### src/hw/rtl/assert_macros.svh
// ----------------------------------------------------------------------------
// Assertion macros
// Shared concurrent assertion forms, compiled out with NO_ASSERTIONS.
// ----------------------------------------------------------------------------
`ifndef ASSERT_MACROS_SVH
`define ASSERT_MACROS_SVH

`ifndef NO_ASSERTIONS
// antecedent implies consequent in the same cycle
`define ASSERT_SAME(label, clk, rst_n, ante, cons) \
    label: assert property (@(posedge clk) disable iff (!rst_n) (ante) |-> (cons)) \
        else $error("assertion failed");
// antecedent implies consequent in the next cycle
`define ASSERT_NEXT(label, clk, rst_n, ante, cons) \
    label: assert property (@(posedge clk) disable iff (!rst_n) (ante) |=> (cons)) \
        else $error("assertion failed");
`else
`define ASSERT_SAME(label, clk, rst_n, ante, cons)
`define ASSERT_NEXT(label, clk, rst_n, ante, cons)
`endif

`endif

### src/hw/rtl/lia_pkg.sv
// ----------------------------------------------------------------------------
// lia_pkg
// Types, constants and helper functions of the three-channel lock-in block.
// ----------------------------------------------------------------------------
package lia_pkg;

    localparam int SAMPLES    = 8192;
    localparam int ADDR_W     = 13;
    localparam int IDX_W      = 14;
    localparam int SMP_W      = 16;
    localparam int LVL_W      = 16;
    localparam int CFG_W      = 16;
    localparam int DEPTH_W    = 10;
    localparam int PS_W       = 27;
    localparam int EC_W       = 13;
    localparam int Q_W        = 11;
    localparam int DVD_W      = 48;
    localparam int CNT_W      = 6;
    localparam int ACC_W      = 48;
    localparam int RES_W      = 32;
    localparam int SHIFT_N    = 13;
    localparam int CORD_STEPS = 24;
    localparam int STEP_W     = 5;
    localparam int CORD_W     = 34;
    localparam int ATAN_W     = 30;
    localparam int RND_W      = 35;
    localparam logic [CFG_W-1:0] LOW_RST  = 16'd6554;
    localparam logic [CFG_W-1:0] HIGH_RST = 16'd58982;
    localparam logic [CFG_W-1:0] GAIN_RST = 16'd1;
    localparam logic signed [CORD_W-1:0] CORD_X0 = 34'sd652032874;

    typedef enum logic [1:0] {
        CFG_LOW  = 2'd0,
        CFG_HIGH = 2'd1,
        CFG_GAIN = 2'd2
    } cfg_idx_t;

    typedef enum logic [1:0] {
        DSEL_OFF = 2'd0,
        DSEL_PH  = 2'd1,
        DSEL_ST  = 2'd2,
        DSEL_OUT = 2'd3
    } dsel_t;

    typedef enum logic [3:0] {
        ST_LOAD,
        ST_PREP,
        ST_DIV_OFF,
        ST_PH_GO,
        ST_DIV_PH,
        ST_ST_GO,
        ST_DIV_ST,
        ST_RD,
        ST_COR,
        ST_MAC,
        ST_ADV,
        ST_OUT_GO,
        ST_DIV_OUT,
        ST_EMIT
    } state_t;

    typedef struct packed {
        logic  load;
        logic  clr;
        logic  prep;
        logic  div_start;
        dsel_t dsel;
        logic  div_take;
        logic  rd;
        logic  cor_start;
        logic  mac;
        logic  adv;
        logic  out_next;
    } cmd_t;

    typedef struct packed {
        logic closing;
        logic no_edge;
        logic div_done;
        logic cor_done;
        logic mac_last;
        logic samp_last;
        logic out_last;
    } sts_t;

    // arctangent of 2^-i in units of 2^-32 turn
    function automatic logic [ATAN_W-1:0] atan_of(input logic [STEP_W-1:0] i);
        logic [ATAN_W-1:0] v;
        begin
            case (i)
                5'd0:    v = 30'd536870912;
                5'd1:    v = 30'd316933406;
                5'd2:    v = 30'd167458907;
                5'd3:    v = 30'd85004756;
                5'd4:    v = 30'd42667331;
                5'd5:    v = 30'd21354465;
                5'd6:    v = 30'd10679838;
                5'd7:    v = 30'd5340245;
                5'd8:    v = 30'd2670163;
                5'd9:    v = 30'd1335087;
                5'd10:   v = 30'd667544;
                5'd11:   v = 30'd333772;
                5'd12:   v = 30'd166886;
                5'd13:   v = 30'd83443;
                5'd14:   v = 30'd41722;
                5'd15:   v = 30'd20861;
                5'd16:   v = 30'd10430;
                5'd17:   v = 30'd5215;
                5'd18:   v = 30'd2608;
                5'd19:   v = 30'd1304;
                5'd20:   v = 30'd652;
                5'd21:   v = 30'd326;
                5'd22:   v = 30'd163;
                5'd23:   v = 30'd81;
                default: v = 30'd0;
            endcase
            return v;
        end
    endfunction

    // round Q5.30 to Q1.15 half up, clamp to the symmetric range
    function automatic logic signed [SMP_W-1:0] to_q15(input logic signed [RND_W-1:0] v);
        logic signed [RND_W-1:0] t;
        logic signed [SMP_W-1:0] r;
        begin
            t = (v + 35'sd16384) >>> 15;
            if (t > 35'sd32767)
                r = 16'sd32767;
            else if (t < -35'sd32767)
                r = -16'sd32767;
            else
                r = t[SMP_W-1:0];
            return r;
        end
    endfunction

endpackage

### src/hw/rtl/lia_ctrl.sv
// ----------------------------------------------------------------------------
// lia_ctrl
// Sequencer: frame load, setup divisions, per-sample pass and scaling.
// ----------------------------------------------------------------------------
module lia_ctrl (
    input  logic           clk,
    input  logic           rst_n,
    input  logic           start,
    input  lia_pkg::sts_t  sts,
    output lia_pkg::cmd_t  cmd,
    output logic           busy,
    output logic           done
);
    lia_pkg::state_t state_reg;
    lia_pkg::state_t state_next;

    always_ff @(posedge clk or negedge rst_n)
    begin
        if (!rst_n)
            state_reg <= lia_pkg::ST_LOAD;
        else
            state_reg <= state_next;
    end

    always_comb
    begin
        state_next = state_reg;
        cmd        = '0;
        cmd.dsel   = lia_pkg::DSEL_OFF;
        case (state_reg)
            lia_pkg::ST_LOAD:
            begin
                if (start)
                begin
                    cmd.load = 1'b1;
                    if (sts.closing)
                        state_next = lia_pkg::ST_PREP;
                end
            end
            lia_pkg::ST_PREP:
            begin
                cmd.prep = 1'b1;
                if (sts.no_edge)
                    state_next = lia_pkg::ST_EMIT;
                else
                begin
                    cmd.div_start = 1'b1;
                    state_next    = lia_pkg::ST_DIV_OFF;
                end
            end
            lia_pkg::ST_DIV_OFF:
            begin
                if (sts.div_done)
                begin
                    // take the offset phase
                    cmd.div_take = 1'b1;
                    state_next   = lia_pkg::ST_PH_GO;
                end
            end
            lia_pkg::ST_PH_GO:
            begin
                cmd.dsel      = lia_pkg::DSEL_PH;
                cmd.div_start = 1'b1;
                state_next    = lia_pkg::ST_DIV_PH;
            end
            lia_pkg::ST_DIV_PH:
            begin
                cmd.dsel = lia_pkg::DSEL_PH;
                if (sts.div_done)
                begin
                    cmd.div_take = 1'b1;
                    state_next   = lia_pkg::ST_ST_GO;
                end
            end
            lia_pkg::ST_ST_GO:
            begin
                cmd.dsel      = lia_pkg::DSEL_ST;
                cmd.div_start = 1'b1;
                state_next    = lia_pkg::ST_DIV_ST;
            end
            lia_pkg::ST_DIV_ST:
            begin
                cmd.dsel = lia_pkg::DSEL_ST;
                if (sts.div_done)
                begin
                    cmd.div_take = 1'b1;
                    state_next   = lia_pkg::ST_RD;
                end
            end
            lia_pkg::ST_RD:
            begin
                cmd.rd        = 1'b1;
                cmd.cor_start = 1'b1;
                state_next    = lia_pkg::ST_COR;
            end
            lia_pkg::ST_COR:
            begin
                if (sts.cor_done)
                    state_next = lia_pkg::ST_MAC;
            end
            lia_pkg::ST_MAC:
            begin
                cmd.mac = 1'b1;
                if (sts.mac_last)
                    state_next = lia_pkg::ST_ADV;
            end
            lia_pkg::ST_ADV:
            begin
                cmd.adv = 1'b1;
                if (sts.samp_last)
                    state_next = lia_pkg::ST_OUT_GO;
                else
                    state_next = lia_pkg::ST_RD;
            end
            lia_pkg::ST_OUT_GO:
            begin
                cmd.dsel      = lia_pkg::DSEL_OUT;
                cmd.div_start = 1'b1;
                state_next    = lia_pkg::ST_DIV_OUT;
            end
            lia_pkg::ST_DIV_OUT:
            begin
                cmd.dsel = lia_pkg::DSEL_OUT;
                if (sts.div_done)
                begin
                    cmd.div_take = 1'b1;
                    if (sts.out_last)
                        state_next = lia_pkg::ST_EMIT;
                    else
                    begin
                        cmd.out_next = 1'b1;
                        state_next   = lia_pkg::ST_OUT_GO;
                    end
                end
            end
            lia_pkg::ST_EMIT:
            begin
                cmd.clr    = 1'b1;
                state_next = lia_pkg::ST_LOAD;
            end
            default:
                state_next = lia_pkg::ST_LOAD;
        endcase
    end

    assign busy = (state_reg != lia_pkg::ST_LOAD);
    assign done = (state_reg == lia_pkg::ST_EMIT);

endmodule

### config.mk
export PLATFORM = sky130hd
export DESIGN_NAME = lia_ctrl
export DESIGN_NICKNAME = d
export VERILOG_FILES = /design/src/hw/rtl/assert_macros.svh /design/src/hw/rtl/lia_pkg.sv /design/src/hw/rtl/lia_ctrl.sv
export SDC_FILE = /design/constraint.sdc
export NUM_CORES = 1
export LEC_CHECK = 0
export BUFFER_PORTS_ARGS = -buffer_cell sky130_fd_sc_hd__clkbuf_2
export CAP_MARGIN = 30
export CORE_UTILIZATION = 35
export DETAILED_ROUTE_END_ITERATION = 12
export PLACE_DENSITY_LB_ADDON = 0.15
export SLEW_MARGIN = 20
export SYNTH_ARGS = -nofsm -noshare
export SYNTH_HDL_FRONTEND = slang
export SYNTH_SLANG_ARGS = --single-unit
### constraint.sdc
create_clock -name clk -period 1.3 [get_ports clk]
set_input_delay 0.195 -clock clk [delete_from_list [all_inputs] [get_ports clk]]
set_output_delay 0.195 -clock clk [all_outputs]
set_load 0.01 [all_outputs]
==> results_dict.tcl, run 1 <==
set metrics [dict create \
    status "finished with violations" \
    violations "setup timing" \
    overflow 0 \
    maxCapViolations 0 \
    ioPinCount 24 \
    nets 130 \
    drtPass1Iterations 4 \
    synthCells 73 \
    critical_path_arrival_ns 1.36 \
    gp_congestion 0.873 \
    io_buffers 23 \
    cts_buffer_depth 2 \
    num_vias 732 \
    hold_path.class "in -> reg" \
    antenna_found_initial 0 \
    endpoint "cmd[7]" \
    cts_buffers 3 \
    yosysTopAreaCellShare 0.181 \
    seq_area_frac_synth 0.181 \
    dieArea_mm2 0.00174 \
    insertion_delay_ns 0.25 \
    cts_htree_levels 1 \
    multi_input_area_um2 458 \
    finalSetupViolations 17 \
    synth_area_leaders "dfrtp_1 18%, nand2_1 6.8%, buf_2 5.4%" \
    wirelength_um 2020 \
    yosysTopAreaCell "dfrtp_1" \
    max_slew_margin 0.745 \
    ff_latch_area_um2 105 \
    leakage_nw 0.500 \
    ys_warn_count 0 \
    synth_seq_cells 4 \
    min_period_ns 1.55 \
    route.detailed.drc 0 \
    die_height_um 41.8 \
    crit_path_start_kind "flip-flop" \
    drive_gt1_frac 0.669 \
    synth_flop_cell "dfrtp_1" \
    stdcell_count 133 \
    drt.antenna.violating_nets 0 \
    fin_crit_sh 1.19 \
    root_buffer "clkbuf_4" \
    cp-end-kind "output port" \
    antennaDiodeCount 0 \
    synth_commonest_cells "10 x nand2_1, 6 x buf_2, 5 x nor2_1" \
    n_fill_cell 102 \
    ff2ff_setup_slack_ns -0.21 \
    async_reset_ff_frac 1.00 \
    r2r-end "state_reg[1]" \
    core_mm2 0.00138 \
    clkSlewWorstSetupHoldPaths_ns 0.04 \
    rsz0062_at_grt "true" \
    die_w_um 41.8 \
    r2r_start "state_reg[1]" \
    hpwl_um 1100 \
    wl_per_cell_um 15.2 \
    grt_first_pass_wirelength_um 2650 \
    syn-cell-area_um2 553 \
    setup_tns_ns -2.85 \
    vias_per_cell 5.50 \
    peakVddDrop_uv 1500 \
    pwr_density_cell_mw_per_mm2 2610 \
    crit_start "state_reg[1]" \
    area_growth_pct 83.3 \
    final_util 0.733 \
    grtUsageTotal 0.195 \
    cp.required_ns 1.11 \
    tightest_slew_ns 0.378 \
    fin_skew_ns 0.00498 \
    slew_violations 0 \
    fin_ws_ns -0.253 \
    whs_ns 0.242 \
    cts_tree "built" \
    rows 13 \
    hold_viol 0 \
    grt_max_degree 14 \
    initial_core_util 0.400 \
    fmax_mhz 644 \
    synthMostInstantiatedCell "nand2_1" \
    crit_fanout 6 \
    ys_types 34 \
    largest_register_ffs 4 \
    reg2reg_depth 5 \
    synth_edf_count 0 \
    cts.sinks 4 \
    first_global_vias 606 \
    path_class "reg -> out" \
    placedCellCount 113 \
    syn_nets 83 \
    synth.avg_cell_area_um2 7.58 \
    drt_iter0_drc 13 \
]
## cell usage in the layout (no fill, tap or decap), types with 3 or more instances in the layout
cell type  synthesis  layout
dfrtp_2            0       4
buf_4              2      15
clkbuf_2           0      11
nand2b_1           4       3
buf_6              1      16
nand2_1           10       7
nand2_2            0       3
buf_2              6       8
nor2_1             5       3
clkbuf_4           0       3
## worst max-delay path, cell delays in order (launching register included)
cell,delay [ns]
dfrtp_2,0.47
buf_6,0.15
nand2_2,0.06
o21ai_2,0.14
a22o_1,0.17
clkbuf_2,0.13
## worst min path at each step
stage	from	endpoint	slack (ns)	depth (start not counted)
after global placement	rst_n	state_reg[3]	0.002	1
final	sts[2]	state_reg[0]	0.24	4
after floorplan	rst_n	state_reg[0]	-0.10	0
after CTS	sts[2]	state_reg[0]	0.24	4
after global routing	sts[2]	state_reg[0]	0.25	4
after detailed placement	rst_n	state_reg[3]	0.007	1
## final cells by class
cell class,instances,share of cell area
inverter,3,0.0111
sequential,4,0.104
timing repair buffer,51,0.393
multi-input combinational,57,0.452
tap,15,0.0185
clock buffer,3,0.0222
## report_power, final
| part | switching (mW) | leakage (nW) | internal, mW | total, mW |
|---|---|---|---|---|
| Combinational | 0.938 | 0.442 | 1.17 | 2.10 |
| Clock | 0.0676 | 0.0138 | 0.104 | 0.172 |
| Sequential | 0.169 | 0.0441 | 0.200 | 0.370 |
## cells by family after synthesis
| family | share of synthesized area |
|---|---|
| multiplexers | 0.0362 |
| AO/OA/AOI/OAI | 0.278 |
| buffers and inverters | 0.122 |
| AND/OR/NAND/NOR | 0.382 |
| flip-flops | 0.181 |
## through the flow
step                instance area [um^2]  worst slack [ns]  total power, mW
global placement                     723            -0.120             1.68
floorplan                            572           -0.0223             1.30
finish                              1010            -0.253             2.65
detailed placement                   723            -0.106             1.68
CTS                                  887            -0.206             2.22
global route                        1010            -0.314             2.81
## metal layers
metal	GRT usage	up-vias	share of wire
met5	0	-	0
met4	0.0968	0	0
met3	0.0435	0	0.061
met2	0.303	37	0.51
met1	0.251	341	0.43
li1	-	354	-
## repair_timing
item | 4_1_cts | 5_1_grt
setup buffers | 10 | 6
hold buffers | 1 | 0
resized for setup | 20 | 34
endpoints found under the setup margin | 17 | 18
endpoints found under the hold margin | 4 | 0
pin swaps | 5 | 7
Note: power is estimated with default switching activity, not from simulation.
==> run 2, diff against run 1 <==
SKIP_CTS_REPAIR_TIMING = 1   (was default)
==> results_dict.tcl, run 2 (synthesis gave the netlist of run 1 again) <==
set metrics [dict create \
    status "finished with violations" \
    violations "setup timing" \
    final_util 0.681 \
    drtPass1Iterations 4 \
    setup_tns_ns -2.98 \
    rsz0062_at_grt "true" \
    pwr_density_cell_mw_per_mm2 2560 \
    seq_power_share 0.137 \
    intPower_mw 1.31 \
    cp-end-kind "output port" \
    clkSlewWorstSetupHoldPaths_ns 0.04 \
    fin_ws_ns -0.265 \
    r2r-end "state_reg[2]" \
    io_buffers 23 \
    rows 13 \
    maxCapViolations 0 \
    p_sw_mw 1.10 \
    root_buffer "clkbuf_4" \
    pwr-share-comb 0.795 \
    die_height_um 41.8 \
    area_growth_pct 70.4 \
    antenna_found_initial 0 \
    drive_gt1_frac 0.638 \
    stdcell_area_um2 942 \
    placedCellCount 113 \
    drt.antenna.violating_nets 0 \
    insertion_delay_ns 0.24 \
    hpwl_um 1100 \
    final_common_cell "buf_4" \
    dieArea_mm2 0.00174 \
    cts_buffer_depth 2 \
    endpoint "cmd[0]" \
    fmax_mhz 639 \
    stdcell_count 131 \
    antennaDiodeCount 0 \
    ff2ff_setup_slack_ns -0.20 \
    crit_path_start_kind "flip-flop" \
    cp.required_ns 1.11 \
    route.detailed.drc 0 \
    die_w_um 41.8 \
    largest_register_ffs 4 \
    fin_skew_ns 0.00367 \
    leakage_nw 0.480 \
    cts_htree_levels 1 \
    final_cell_mix "19 x buf_4, 13 x clkbuf_2, 12 x buf_2" \
    cts_tree "built" \
    cts_buffers 3 \
    overflow 0 \
    placed_area_um2 723 \
    wl_per_cell_um 14.4 \
    cts.sinks 4 \
    grt_max_degree 14 \
    peakVddDrop_uv 1230 \
    r2r_start "state_reg[1]" \
    tightest_slew_ns 0.337 \
    critical_path_arrival_ns 1.37 \
    nets 128 \
    initial_core_util 0.400 \
    core_mm2 0.00138 \
    num_vias 705 \
    min_period_ns 1.56 \
    swShare 0.455 \
    p_total_mw 2.41 \
    hold_viol 0 \
    drt_iter0_drc 15 \
    fin_crit_sh 1.20 \
    first_global_vias 486 \
    hold_path.class "in -> reg" \
    finalSetupViolations 17 \
    max_slew_margin 0.775 \
    crit_start "state_reg[1]" \
    grt_first_pass_wirelength_um 2150 \
    reg2reg_depth 6 \
    wirelength_um 1890 \
    grtUsageTotal 0.155 \
    power_frac_clock 0.067 \
    ioPinCount 24 \
    slew_violations 0 \
    path_class "reg -> out" \
    crit_fanout 5 \
    vias_per_cell 5.38 \
    n_fill_cell 115 \
    gp_congestion 0.873 \
]
run 2: worst max-delay path, cell delays in order (launching register included):
cell	delay (ns)
dfrtp_2	0.45
buf_6	0.15
buf_4	0.13
nor4_2	0.23
buf_2	0.16
run 2: metal layers:
metal / GRT usage / part of all wire
met1: 0.227 / 0.46
met2: 0.225 / 0.51
met3: 0.0261 / 0.029
met4: 0.0581 / 0
met5: 0 / 0
run 2: layout make-up:
class | count | area [um^2] | share of cell area
Multi-Input combinational cell | 57 | 462 | 0.490
Clock buffer | 3 | 22.5 | 0.0239
Sequential cell | 4 | 105 | 0.112
Timing Repair Buffer | 49 | 323 | 0.343
Inverter | 3 | 11.3 | 0.0120
Tap cell | 15 | 18.8 | 0.0199
run 2: worst min path at each step:
stage	startpoint	to	slack [ns]	cells after the start
floorplan	rst_n	state_reg[0]	-0.10	0
CTS	rst_n	state_reg[3]	-0.25	1
global placement	rst_n	state_reg[3]	0.002	1
global route	sts[2]	state_reg[0]	0.29	4
finish	sts[2]	state_reg[0]	0.26	4
detailed placement	rst_n	state_reg[3]	0.007	1
run 2: power groups by stage:
stage / Clock, mW / Combinational (mW) / Sequential (mW)
floorplan: 0 / 1.07 / 0.227
global placement: 0 / 1.33 / 0.351
detailed placement: 0 / 1.33 / 0.350
CTS: 0.161 / 1.34 / 0.348
global route: 0.178 / 2.05 / 0.340
finish: 0.162 / 1.92 / 0.331
run 2: through the flow:
stage	hold slack, ns	worst slack, ns
after floorplan	-0.101	-0.0223
after global placement	0.00230	-0.120
after detailed placement	0.00747	-0.106
after CTS	-0.247	-0.341
after global routing	0.293	-0.304
final	0.261	-0.265
==> run 3, diff against run 2 <==
CORE_MARGIN = 3   (was default)
CORE_UTILIZATION = 41   (was 35)
==> results_dict.tcl, run 3 (synthesis gave the netlist of run 1 again) <==
set metrics [dict create \
    final_cell_mix "19 x buf_4, 13 x clkbuf_2, 8 x buf_6, 8 x buf_2, 7 x nand2_1" \
    cts_htree_levels 1 \
    largest_register_ffs 4 \
    crit_fanout 8 \
    max_slew_margin 0.725 \
    die_height_um 42.7 \
    crit_path_start_kind "flip-flop" \
    cp.required_ns 1.11 \
    insertion_delay_ns 0.23 \
    grtUsageTotal 0.184 \
    peakVddDrop_uv 1610 \
    fin_ws_ns -0.244 \
    route.detailed.drc 0 \
    final_common_cell "buf_4" \
    cp_slowest_stage_delay_ns 0.48 \
    overflow 0 \
    pre_cts_slack_ns -0.114 \
    leakage_nw 0.479 \
    slew_violations 0 \
    critPathBufInv 2 \
    root_buffer "clkbuf_4" \
    gp_congestion 0.822 \
    core_mm2 0.00119 \
    placedCellCount 120 \
    grt_first_pass_wirelength_um 2670 \
    min_period_ns 1.54 \
    cp-end-kind "output port" \
    die_w_um 42.7 \
    wl_per_cell_um 13.5 \
    finalSetupViolations 17 \
    rsz0062_at_grt "true" \
    nets 128 \
    pwr_density_cell_mw_per_mm2 2560 \
    hold_viol 0 \
    cts_buffers 3 \
    cp_slowest_cell "dfrtp_2" \
    stdcell_count 130 \
    fin_crit_sh 1.19 \
    fin_skew_ns 0.00427 \
    wirelength_um 1760 \
    maxCapViolations 0 \
    cts.sinks 4 \
    drive_gt1_frac 0.638 \
    drt_iter0_drc 9 \
    tightest_slew_ns 0.406 \
    drt.antenna.violating_nets 0 \
    hpwl_um 1220 \
    num_vias 713 \
    path_class "reg -> out" \
    cp_cell_sequence "buf_4, nand2_1, o21ai_2, a22o_1, clkbuf_2" \
    fmax_mhz 648 \
    vias_per_cell 5.48 \
    grt_max_degree 12 \
    antennaDiodeCount 0 \
    status "finished with violations" \
    dieArea_mm2 0.00183 \
    cts_tree "built" \
    setup_tns_ns -2.70 \
    rows 12 \
    cp_top_family "flip-flops" \
    hold_path.class "in -> reg" \
    cts_buffer_depth 2 \
    first_global_vias 605 \
    ioPinCount 24 \
    violations "setup timing" \
    p_total_mw 2.42 \
    area_growth_pct 70.6 \
    clkSlewWorstSetupHoldPaths_ns 0.04 \
    critical_path_arrival_ns 1.35 \
    initial_core_util 0.466 \
    io_buffers 23 \
    drtPass1Iterations 4 \
    antenna_found_initial 0 \
]
-- run 3: cell counts in the layout (fill, tap and decap cells not counted) --
No cell type changed its count.
-- run 3: final timing paths --
kind	from	endpoint	slack [ns]	cells after the start
setup / recovery	state_reg[1]	cmd[7]	-0.24	5
hold reg to reg	state_reg[1]	state_reg[0]	0.74	3
min in group asynchronous	rst_n	state_reg[0]	0.31	2
max in group asynchronous	rst_n	state_reg[2]	0.85	2
hold / removal	sts[2]	state_reg[0]	0.26	4
setup reg to reg	state_reg[3]	state_reg[2]	-0.15	5
-- run 3: area by class of cell --
type | count | area, um^2
multi-input combinational | 57 | 439
timing repair buffer | 49 | 348
fill | 90 | 243
sequential | 4 | 105
clock buffer | 3 | 22.5
tap | 14 | 17.5
inverter | 3 | 11.3
-- run 3: worst register-to-register path, cell delays in order, from the launching register on --
cell	delay, ns
dfrtp_2	0.45
buf_4	0.16
nor4b_1	0.36
a211oi_2	0.11
o221ai_2	0.12
o22ai_1	0.12
-- run 3: routing by layer --
layer	wire length, um	vias to the layer above	share of wire	global-route usage
li1	-	349	-	-
met1	752	334	0.43	0.258
met2	875	28	0.50	0.293
met3	109	2	0.062	0.0424
met4	19	0	0.011	0.0186
met5	0	-	0	0
-- run 3: stage by stage --
| stage | hold slack [ns] | cell area [um^2] | util |
|---|---|---|---|
| after floorplan | -0.101 | 572 | - |
| final | 0.263 | 943 | 0.795 |
| after detailed placement | 0.00866 | 782 | 0.659 |
| after CTS | -0.228 | 805 | 0.678 |
| after global routing | 0.278 | 943 | 0.795 |
| after global placement | 0.00285 | 782 | 0.659 |
-- run 3: power breakdown --
group	internal (mW)	switching, mW
clock network	0.104	0.0548
logic	1.06	0.862
registers	0.201	0.140
